### src/rtl/mmad_pkg.sv
// mmad_pkg: widths, reset values, register codes and shared types for the
// multichannel moving average with deadband block
// no dependencies
`timescale 1ns / 1ps

package mmad_pkg;

    // field widths
    localparam int CH_W     = 3;
    localparam int SAMPLE_W = 16;
    localparam int SCALE_W  = 16;
    localparam int Q_W      = 20;
    localparam int SUM_W    = 24;
    localparam int PROD_W   = SAMPLE_W + SCALE_W;

    // apb port
    localparam int DATA_W = 32;
    localparam int ADDR_W = 3;

    // default sizing
    localparam int DEF_WINDOW   = 10;
    localparam int DEF_CHANNELS = 8;

    // register reset values
    localparam logic [SCALE_W-1:0] SCALE_RESET  = 16'd5701;
    localparam logic [Q_W-1:0]     THRESH_RESET = 20'd410;

    localparam logic [Q_W-1:0] Q_MAX = {Q_W{1'b1}};

    // rounding constant for the Q12.20 -> Q8.12 conversion
    localparam logic [PROD_W:0] ROUND_HALF = 33'd128;
    localparam int              ROUND_SHIFT = 8;

    // register index, taken from paddr[2]
    typedef enum logic {
        REG_SCALE  = 1'b0,
        REG_THRESH = 1'b1
    } reg_idx_t;

    // push request into the window/sum store
    typedef struct packed {
        logic            en;
        logic [CH_W-1:0] channel;
    } push_req_t;

endpackage

### src/rtl/mmad_if.sv
// mmad_in_if / mmad_out_if: valid/ready stream channels for samples and results
// depends on mmad_pkg
`timescale 1ns / 1ps

interface mmad_in_if;
    logic                             valid;
    logic                             ready;
    logic [mmad_pkg::CH_W-1:0]        channel;
    logic [mmad_pkg::SAMPLE_W-1:0]    sample;

    modport source (output valid, channel, sample, input ready);
    modport sink (input valid, channel, sample, output ready);
endinterface

interface mmad_out_if;
    logic                         valid;
    logic                         ready;
    logic [mmad_pkg::CH_W-1:0]    out_channel;
    logic [mmad_pkg::Q_W-1:0]     filtered;
    logic [mmad_pkg::Q_W-1:0]     held_value;
    logic                         updated;
    logic                         saturated;

    modport source (output valid, out_channel, filtered, held_value, updated, saturated,
                    input ready);
    modport sink (input valid, out_channel, filtered, held_value, updated, saturated,
                  output ready);
endinterface

### src/rtl/mmad_window_sum.sv
// mmad_window_sum: per-channel shift lines of the last WINDOW scaled samples
// and per-channel running sums; depends on mmad_pkg
`timescale 1ns / 1ps

module mmad_window_sum #(
    parameter int WINDOW   = mmad_pkg::DEF_WINDOW,
    parameter int CHANNELS = mmad_pkg::DEF_CHANNELS
) (
    input  logic                          clk,
    input  logic                          rst_n,
    input  mmad_pkg::push_req_t           push,
    input  logic [mmad_pkg::Q_W-1:0]      scaled,
    output logic [mmad_pkg::SUM_W-1:0]    sum_next
);

    localparam int CH_IDX_W = (CHANNELS > 1) ? $clog2(CHANNELS) : 1;

    logic [mmad_pkg::Q_W-1:0]   ring_reg [CHANNELS][WINDOW];
    logic [mmad_pkg::SUM_W-1:0] sum_reg  [CHANNELS];
    logic [CH_IDX_W-1:0]        idx;
    logic [mmad_pkg::Q_W-1:0]   oldest;

    assign idx    = CH_IDX_W'(push.channel);
    // oldest sample sits at the far end of the line
    assign oldest = ring_reg[idx][WINDOW-1];

    // add the new sample, drop the oldest, wrap at 24 bits
    assign sum_next = sum_reg[idx] - mmad_pkg::SUM_W'(oldest)
                      + mmad_pkg::SUM_W'(scaled);

    always_ff @(posedge clk or negedge rst_n)
    begin
        if (!rst_n)
        begin
            for (int c = 0; c < CHANNELS; c++)
            begin
                sum_reg[c] <= '0;
                for (int w = 0; w < WINDOW; w++)
                begin
                    ring_reg[c][w] <= '0;
                end
            end
        end
        else if (push.en)
        begin
            sum_reg[idx]     <= sum_next;
            ring_reg[idx][0] <= scaled;
            for (int w = 1; w < WINDOW; w++)
            begin
                ring_reg[idx][w] <= ring_reg[idx][w-1];
            end
        end
    end

endmodule

### src/rtl/multichannel_moving_average_deadband.sv
// multichannel_moving_average_deadband: top level, apb registers, pipeline
// depends on mmad_pkg, mmad_if (mmad_in_if, mmad_out_if), mmad_window_sum
`timescale 1ns / 1ps

// One sample word (channel, Q4.12 pin voltage) enters per clock and one result
// word leaves per clock while the result side is not stalled. The five pipeline
// registers are: input, gain product, running sum, mean, result. Each per-channel
// store (window line and sum in the sum stage, held value in the result stage)
// is read and written in a single stage, so words of the same channel can follow
// each other without gaps. Each stage advances on its own, so the input side
// keeps taking words into empty stages while a result waits to be taken.
// Samples whose channel is not below CHANNELS are taken and dropped without a
// result. The window lines and sums start at zero and the sum is always
// divided by WINDOW, so the mean ramps up over a channel's first WINDOW
// samples. Registers: scale_factor (Q8.8 gain) at 0x0, update_threshold (Q8.12
// deadband) at 0x4; write them only while the block is idle. No clearing pass
// after reset.
module multichannel_moving_average_deadband #(
    parameter int WINDOW   = mmad_pkg::DEF_WINDOW,
    parameter int CHANNELS = mmad_pkg::DEF_CHANNELS
) (
    input  logic                          clk,
    input  logic                          rst_n,
    // apb configuration port
    input  logic                          psel,
    input  logic                          penable,
    input  logic                          pwrite,
    input  logic [mmad_pkg::ADDR_W-1:0]   paddr,
    input  logic [mmad_pkg::DATA_W-1:0]   pwdata,
    output logic [mmad_pkg::DATA_W-1:0]   prdata,
    output logic                          pready,
    // streams
    mmad_in_if.sink                       samples,
    mmad_out_if.source                    results
);

    localparam int CH_IDX_W = (CHANNELS > 1) ? $clog2(CHANNELS) : 1;
    localparam int SUM_W    = mmad_pkg::SUM_W;
    localparam int Q_W      = mmad_pkg::Q_W;
    localparam int CH_W     = mmad_pkg::CH_W;

    // divide by WINDOW as multiply by a rounded-up reciprocal, exact for 24-bit sums
    localparam int DIV_K  = SUM_W + $clog2(WINDOW);
    localparam int DPROD_W = SUM_W + DIV_K + 1;
    localparam longint unsigned RECIP_L =
        ((64'd1 << DIV_K) + 64'(WINDOW) - 64'd1) / 64'(WINDOW);
    localparam logic [DIV_K:0] RECIP = (DIV_K+1)'(RECIP_L);

    // ---------------------------------------------------------------
    // configuration registers
    // ---------------------------------------------------------------
    logic [mmad_pkg::SCALE_W-1:0] scale_reg;
    logic [Q_W-1:0]               thresh_reg;
    logic                         cfg_we;
    mmad_pkg::reg_idx_t           cfg_sel;

    assign pready  = 1'b1;
    assign cfg_we  = psel && penable && pwrite;
    // byte offset bits are ignored, registers are word aligned
    assign cfg_sel = mmad_pkg::reg_idx_t'(paddr[2]);

    always_ff @(posedge clk or negedge rst_n)
    begin
        if (!rst_n)
        begin
            scale_reg  <= mmad_pkg::SCALE_RESET;
            thresh_reg <= mmad_pkg::THRESH_RESET;
        end
        else if (cfg_we)
        begin
            unique case (cfg_sel)
                mmad_pkg::REG_SCALE:  scale_reg  <= pwdata[mmad_pkg::SCALE_W-1:0];
                mmad_pkg::REG_THRESH: thresh_reg <= pwdata[Q_W-1:0];
                default: ;
            endcase
        end
    end

    always_comb
    begin
        unique case (cfg_sel)
            mmad_pkg::REG_SCALE:  prdata = mmad_pkg::DATA_W'(scale_reg);
            mmad_pkg::REG_THRESH: prdata = mmad_pkg::DATA_W'(thresh_reg);
            default:              prdata = '0;
        endcase
    end

    // ---------------------------------------------------------------
    // pipeline registers
    // ---------------------------------------------------------------
    logic                          s1_valid_reg;
    logic [CH_W-1:0]               s1_channel_reg;
    logic [mmad_pkg::SAMPLE_W-1:0] s1_sample_reg;

    logic                          s2_valid_reg;
    logic [CH_W-1:0]               s2_channel_reg;
    logic [mmad_pkg::PROD_W-1:0]   s2_product_reg;

    logic                          s3_valid_reg;
    logic [CH_W-1:0]               s3_channel_reg;
    logic                          s3_sat_reg;
    logic [SUM_W-1:0]              s3_sum_reg;

    logic                          s4_valid_reg;
    logic [CH_W-1:0]               s4_channel_reg;
    logic                          s4_sat_reg;
    logic [Q_W-1:0]                s4_mean_reg;

    logic                          out_valid_reg;
    logic [CH_W-1:0]               out_channel_reg;
    logic [Q_W-1:0]                out_filtered_reg;
    logic [Q_W-1:0]                out_held_reg;
    logic                          out_updated_reg;
    logic                          out_sat_reg;

    logic [Q_W-1:0]                held_reg [CHANNELS];

    // ---------------------------------------------------------------
    // per-stage flow control: a stage takes a word when it is empty
    // or its word moves on in the same cycle
    // ---------------------------------------------------------------
    logic out_free, s4_free, s3_free, s2_free, s1_free;
    logic mv_out, mv4, mv3, mv2, in_take, ch_in_range;

    assign out_free = !out_valid_reg || results.ready;
    assign mv_out   = s4_valid_reg && out_free;
    assign s4_free  = !s4_valid_reg || mv_out;
    assign mv4      = s3_valid_reg && s4_free;
    assign s3_free  = !s3_valid_reg || mv4;
    assign mv3      = s2_valid_reg && s3_free;
    assign s2_free  = !s2_valid_reg || mv3;
    assign mv2      = s1_valid_reg && s2_free;
    assign s1_free  = !s1_valid_reg || mv2;

    assign samples.ready = s1_free;
    assign in_take       = samples.valid && s1_free;
    // out-of-range channels are taken but never enter the pipe
    assign ch_in_range   = 32'(samples.channel) < 32'(CHANNELS);

    // ---------------------------------------------------------------
    // stage datapath
    // ---------------------------------------------------------------
    // gain multiply, 16 x 16
    logic [mmad_pkg::PROD_W-1:0] s2_product_next;
    assign s2_product_next = mmad_pkg::PROD_W'(s1_sample_reg) * mmad_pkg::PROD_W'(scale_reg);

    // round half up to Q8.12 and clip
    localparam int ROUND_SHIFT_C = mmad_pkg::ROUND_SHIFT;
    logic [mmad_pkg::PROD_W:0]              rounded;
    logic [mmad_pkg::PROD_W-ROUND_SHIFT_C:0] q_wide;
    logic                                   sat_next;
    logic [Q_W-1:0]                         scaled;
    logic [SUM_W-1:0]                       s3_sum_next;
    mmad_pkg::push_req_t                    push;

    assign rounded  = {1'b0, s2_product_reg} + mmad_pkg::ROUND_HALF;
    assign q_wide   = rounded[mmad_pkg::PROD_W:ROUND_SHIFT_C];
    assign sat_next = |q_wide[mmad_pkg::PROD_W-ROUND_SHIFT_C:Q_W];
    assign scaled   = sat_next ? mmad_pkg::Q_MAX : q_wide[Q_W-1:0];

    assign push.en      = mv3;
    assign push.channel = s2_channel_reg;

    mmad_window_sum #(
        .WINDOW   (WINDOW),
        .CHANNELS (CHANNELS)
    ) u_window_sum (
        .clk      (clk),
        .rst_n    (rst_n),
        .push     (push),
        .scaled   (scaled),
        .sum_next (s3_sum_next)
    );

    // mean = sum / WINDOW by reciprocal multiply, clipped to Q8.12
    logic [DPROD_W-1:0] div_prod;
    logic [SUM_W-1:0]   quotient;
    logic [Q_W-1:0]     s4_mean_next;

    assign div_prod     = DPROD_W'(s3_sum_reg) * DPROD_W'(RECIP);
    assign quotient     = div_prod[DIV_K+SUM_W-1:DIV_K];
    assign s4_mean_next = (|quotient[SUM_W-1:Q_W]) ? mmad_pkg::Q_MAX : quotient[Q_W-1:0];

    // deadband check against the channel's held value
    logic [CH_IDX_W-1:0] s4_idx;
    logic [Q_W-1:0]      held_cur, gap;
    logic                upd_next;

    assign s4_idx   = CH_IDX_W'(s4_channel_reg);
    assign held_cur = held_reg[s4_idx];
    assign gap      = (s4_mean_reg > held_cur) ? (s4_mean_reg - held_cur)
                                               : (held_cur - s4_mean_reg);
    assign upd_next = gap > thresh_reg;

    // ---------------------------------------------------------------
    // valid bits
    // ---------------------------------------------------------------
    always_ff @(posedge clk or negedge rst_n)
    begin
        if (!rst_n)
        begin
            s1_valid_reg  <= 1'b0;
            s2_valid_reg  <= 1'b0;
            s3_valid_reg  <= 1'b0;
            s4_valid_reg  <= 1'b0;
            out_valid_reg <= 1'b0;
        end
        else
        begin
            if (s1_free)
            begin
                s1_valid_reg <= in_take && ch_in_range;
            end
            if (s2_free)
            begin
                s2_valid_reg <= s1_valid_reg;
            end
            if (s3_free)
            begin
                s3_valid_reg <= s2_valid_reg;
            end
            if (s4_free)
            begin
                s4_valid_reg <= s3_valid_reg;
            end
            if (out_free)
            begin
                out_valid_reg <= s4_valid_reg;
            end
        end
    end

    // ---------------------------------------------------------------
    // payload registers
    // ---------------------------------------------------------------
    always_ff @(posedge clk)
    begin
        if (in_take)
        begin
            s1_channel_reg <= samples.channel;
            s1_sample_reg  <= samples.sample;
        end
        if (mv2)
        begin
            s2_channel_reg <= s1_channel_reg;
            s2_product_reg <= s2_product_next;
        end
        if (mv3)
        begin
            s3_channel_reg <= s2_channel_reg;
            s3_sat_reg     <= sat_next;
            s3_sum_reg     <= s3_sum_next;
        end
        if (mv4)
        begin
            s4_channel_reg <= s3_channel_reg;
            s4_sat_reg     <= s3_sat_reg;
            s4_mean_reg    <= s4_mean_next;
        end
        if (mv_out)
        begin
            out_channel_reg  <= s4_channel_reg;
            out_filtered_reg <= s4_mean_reg;
            out_held_reg     <= upd_next ? s4_mean_reg : held_cur;
            out_updated_reg  <= upd_next;
            out_sat_reg      <= s4_sat_reg;
        end
    end

    // held values start at zero
    always_ff @(posedge clk or negedge rst_n)
    begin
        if (!rst_n)
        begin
            for (int c = 0; c < CHANNELS; c++)
            begin
                held_reg[c] <= '0;
            end
        end
        else if (mv_out && upd_next)
        begin
            held_reg[s4_idx] <= s4_mean_reg;
        end
    end

    assign results.valid       = out_valid_reg;
    assign results.out_channel = out_channel_reg;
    assign results.filtered    = out_filtered_reg;
    assign results.held_value  = out_held_reg;
    assign results.updated     = out_updated_reg;
    assign results.saturated   = out_sat_reg;

    // ---------------------------------------------------------------
    // assertions
    // ---------------------------------------------------------------
    logic [Q_W-1:0] out_gap;
    assign out_gap = (out_filtered_reg > out_held_reg) ? (out_filtered_reg - out_held_reg)
                                                       : (out_held_reg - out_filtered_reg);

    // a replaced held value is the mean of that same word
    a_update_takes_mean: assert property (@(posedge clk) disable iff (!rst_n)
        out_valid_reg && out_updated_reg |-> out_held_reg == out_filtered_reg)
        else $error("held value differs from mean on update");

    // a kept held value lies inside the deadband
    a_kept_inside_band: assert property (@(posedge clk) disable iff (!rst_n)
        out_valid_reg && !out_updated_reg |-> out_gap <= thresh_reg)
        else $error("held value kept although mean left the deadband");

    // a full pipe behind a stalled result must stop the input
    a_full_pipe_stalls: assert property (@(posedge clk) disable iff (!rst_n)
        s1_valid_reg && s2_valid_reg && s3_valid_reg && s4_valid_reg
        && out_valid_reg && !results.ready |-> !samples.ready)
        else $error("input taken while the pipe is full and stalled");

    // a word moved to the result stage shows up as a valid result
    a_result_follows_move: assert property (@(posedge clk) disable iff (!rst_n)
        mv_out |=> out_valid_reg)
        else $error("result lost after leaving the mean stage");

endmodule

### src/flat_wrapper.sv
// flat-port wrapper written by rule: the top's interface ports become plain ports
module multichannel_moving_average_deadband_flat 
#(
    parameter int WINDOW   = mmad_pkg::DEF_WINDOW,
    parameter int CHANNELS = mmad_pkg::DEF_CHANNELS
)
  (clk, rst_n, psel, penable, pwrite, paddr, pwdata, prdata, pready, samples_valid, samples_channel, samples_sample, samples_ready, results_valid, results_out_channel, results_filtered, results_held_value, results_updated, results_saturated, results_ready);
  mmad_in_if samples_i ();
  mmad_out_if results_i ();
  input  logic clk;
  input  logic rst_n;
  input  logic psel;
  input  logic penable;
  input  logic pwrite;
  input  logic [mmad_pkg::ADDR_W-1:0] paddr;
  input  logic [mmad_pkg::DATA_W-1:0] pwdata;
  output logic [mmad_pkg::DATA_W-1:0] prdata;
  output logic pready;
  input wire logic [$bits(samples_i.valid)-1:0] samples_valid;
  input wire logic [$bits(samples_i.channel)-1:0] samples_channel;
  input wire logic [$bits(samples_i.sample)-1:0] samples_sample;
  output wire logic [$bits(samples_i.ready)-1:0] samples_ready;
  output wire logic [$bits(results_i.valid)-1:0] results_valid;
  output wire logic [$bits(results_i.out_channel)-1:0] results_out_channel;
  output wire logic [$bits(results_i.filtered)-1:0] results_filtered;
  output wire logic [$bits(results_i.held_value)-1:0] results_held_value;
  output wire logic [$bits(results_i.updated)-1:0] results_updated;
  output wire logic [$bits(results_i.saturated)-1:0] results_saturated;
  input wire logic [$bits(results_i.ready)-1:0] results_ready;
  assign samples_i.valid = samples_valid;
  assign samples_i.channel = samples_channel;
  assign samples_i.sample = samples_sample;
  assign samples_ready = samples_i.ready;
  assign results_valid = results_i.valid;
  assign results_out_channel = results_i.out_channel;
  assign results_filtered = results_i.filtered;
  assign results_held_value = results_i.held_value;
  assign results_updated = results_i.updated;
  assign results_saturated = results_i.saturated;
  assign results_i.ready = results_ready;
  multichannel_moving_average_deadband #(.WINDOW(WINDOW), .CHANNELS(CHANNELS)) u_core (.clk(clk), .rst_n(rst_n), .psel(psel), .penable(penable), .pwrite(pwrite), .paddr(paddr), .pwdata(pwdata), .prdata(prdata), .pready(pready), .samples(samples_i), .results(results_i));
endmodule
### config.mk
export PLATFORM = sky130hd
export DESIGN_NAME = multichannel_moving_average_deadband_flat
export DESIGN_NICKNAME = d
export VERILOG_FILES = /design/src/rtl/mmad_pkg.sv /design/src/rtl/mmad_if.sv /design/src/rtl/mmad_window_sum.sv /design/src/rtl/multichannel_moving_average_deadband.sv /design/src/flat_wrapper.sv
export SDC_FILE = /design/constraint.sdc
export NUM_CORES = 2
export LEC_CHECK = 0
export ABC_CLOCK_PERIOD_IN_PS = 13800
export BUFFER_PORTS_ARGS = -buffer_cell sky130_fd_sc_hd__buf_2
export CORE_ASPECT_RATIO = 0.8
export CORE_MARGIN = 5
export CORE_UTILIZATION = 55
export CTS_CLUSTER_SIZE = 8
export DETAILED_ROUTE_END_ITERATION = 16
export PLACE_DENSITY = 0.71
export SLEW_MARGIN = 20
export SYNTH_ARGS = -nofsm -noshare
export SYNTH_HDL_FRONTEND = slang
export SYNTH_SLANG_ARGS = --single-unit
### constraint.sdc
create_clock -name clk -period 13.8 [get_ports clk]
set_input_delay 0 -clock clk [delete_from_list [all_inputs] [get_ports clk]]
set_output_delay 0 -clock clk [all_outputs]
set_load 0.005 [all_outputs]
==> impl_metrics.toml <==
[place]
detailed_place_hpwl_um = 167600
io_buffers = 113
dpl_worst_slack_ps = 6270
place_congestion = 0.9153

[clock_network]
path_clk_slew_ps = 60
cts-root-buf = "clkbuf_16"
postCtsSetupRepairBufs = 0
h-tree-depth = 5
cts_made_buffers = 317
cts_tree = "built"
cts_hold_buf = 85
cts_resized = 0
clockBufferDepth = 4
clkSinkCount = 2137
clock_latency_ps = 930

[worst_setup_path]
path_max_fanout = 20
path_cells = "ha_1 -> fa_1 -> inv_1 -> fa_1 -> fa_1 -> inv_1 -> fa_1 -> fa_1 -> inv_1 -> fa_1 -> inv_1 -> ha_1 -> nand4_1 -> or3_1 -> o31a_1 -> or2_2 -> o311ai_0 -> and3_1 -> o21ai_0"
critical_path_arrival_ps = 8090
r2r_end = "u_core.s4_mean_reg[13]"
r2r-start = "u_core.s3_sum_reg[15]"
worst_path_most_repeated_cell = "fa_1"
crit_required_ps = 14390
slowest_stage = "and3_1"
reg2regPathDepth = 19
crit_family = "adder cells"
end_kind = "flip-flop"
rrSetupSlack_ps = 6300
startpoint_type = "flip-flop"
critical_path_class = "flip-flop to flip-flop"
max_stage_delay_ps = 670
worst-path-buf-inv = 4

[floorplan]
die_y_um = 407.9
start_util_pct = 55.13
die_x_um = 507.4
coreArea_mm2 = 0.1975
fp-row-count = 146
die_area_mm2 = 0.2070
io_pins = 141

[sta]
relSlewSlack_pct = 22.45
hold_viol = 0
rsz0062_at_grt = "false"
worst_pin_slew_ps = 1163
setup_violations = 0
fin_worst_skew_ps = 81.23
period_share_pct = 54.35
period_needed_ps = 7500
timing.setup.tns_ps = 0
worst_slack_ps = 6300
slew_violations = 0
fmax_mhz = 133.3

[logic_synthesis]
synth_top_family_by_area = "compound AO/OA/AOI/OAI gates"
synth_fa_ha_area_share_pct = 12.93
yosysSeqAreaShare_pct = 49.79
synth_area_mm2 = 0.1089
synth_top_area_cell = "dfrtp_1"
synth_area_per_cell_um2 = 10.24
synth_edf_count = 144
synthMuxAreaShare_pct = 3.336
yosysWarningCount = 0
yosys_most_used_dff = "dfrtp_1"
synthCells = 10630
synth_seq_cells = 2137
synthArstFlopShare_pct = 93.26
synth_xor_area_share_pct = 1.011
synth_area_leaders = "dfrtp_1 (46%), o21ai_0 (7.9%), fa_1 (7.8%)"
ys_types = 78
yosys.area_share.simple_pct = 10.53
yosysTopAreaCellShare_pct = 45.56
synth_compound_area_share_pct = 16.92

[drt]
ant_nets = 0
dr.pass1.iters = 6
vias = 79340
drc_errors = 0
wl_um = 284900
wire_per_inst_um = 21.75
drt-initial-drc-count = 7153
routed_via_density = 6.058

[layout]
final_cell_mix = "dfrtp_1 (1982), nand2_1 (1923), o21ai_0 (1725)"
final_common_cell = "dfrtp_1"
area_growth_pct = 10.09
finalNetCount = 11310
drive_gt1_share_pct = 8.830
largest_reg_flops = 1600

[hold_path]
hold_start = "results_ready"
whs_endpoint = "u_core.s4_valid_reg"
hold_class = "input port to flip-flop"
whs_path_depth = 5

[global_route]
first_global_vias = 81490
grt_max_degree = 213
gr-total-overflow = 0
antenna_found_initial = 4
grt_pass1_wl_um = 458600
track_usage_pct = 27.57

[status]
status = "finished clean"

[job]
maxCapViolCount = 0
[Yosys cell counts, types with 81 or more instances]
cell type / n
a21oi_1: 109
a221oi_1: 81
a22o_1: 82
a22oi_1: 813
and2_1: 139
and3_1: 99
and4_1: 123
clkbuf_1: 775
dfrtp_1: 1982
edfxtp_1: 144
fa_1: 423
ha_1: 448
inv_1: 670
mux2_2: 295
nand2_1: 1931
o21ai_0: 1725
[worst max path at each step]
stage          slack [ps]  depth (start not counted)             startpoint                endpoint
2_1_floorplan        7420                         20  u_core.s3_sum_reg[14]  u_core.s4_mean_reg[15]
3_3_place_gp         6420                         19  u_core.s3_sum_reg[14]  u_core.s4_mean_reg[16]
3_5_place_dp         6270                         19  u_core.s3_sum_reg[15]  u_core.s4_mean_reg[13]
4_1_cts              6280                         19  u_core.s3_sum_reg[15]  u_core.s4_mean_reg[13]
5_1_grt              5830                         19  u_core.s3_sum_reg[15]  u_core.s4_mean_reg[13]
6_report             6300                         19  u_core.s3_sum_reg[15]  u_core.s4_mean_reg[13]
[logic make-up (layout without fill, tap and decap cells)]
group | after synthesis | in the layout
AO/OA/AOI/OAI | 3046 | 3046
XOR/XNOR | 124 | 124
adder cells (fa/ha/maj) | 871 | 871
buffers and inverters | 1558 | 1344
flip-flops | 2137 | 2137
multiplexers | 326 | 326
other | 2 | 16
AND/OR/NAND/NOR | 2569 | 2569
[tightest hold or removal path, cell delays in order]
cell           delay [ps]
dlygate4sd3_1         570
buf_2                 140
nor2b_1               100
nand2_1               100
nand2b_1               50
[metal layers]
metal | track usage, % | vias to the layer above | routed length (um)
met4 | 9.651 | 0 | 9755
met1 | 38.20 | 40100 | 121700
met3 | 4.718 | 575 | 20200
met5 | 0 | - | 0
li1 | - | 35890 | -
met2 | 44.26 | 2770 | 133200
[through the flow]
step                util [%]  cells  hold WS [ps]  cell area [um2]
floorplan                  -  10640        -295.6           108900
finish                 60.70  13100         131.8           119900
CTS                    60.65  13090         10.80           119800
global placement       55.97  12640         104.0           110500
global route           60.69  13100         161.2           119900
detailed placement     55.97  12640         122.4           110500
[area by class of cell]
type	count	area (um2)
fill	15700	77610
sequential	2137	54210
multi-input combinational	6949	48900
clock buffer	364	8289
tap	2664	3333
inverter	670	2515
timing repair buffer	304	2512
clock inverter	6	88.84
antenna	3	7.507
Power is not shown: default switching activity piles up to over one toggle a cycle in this logic, so the estimate is an artifact.
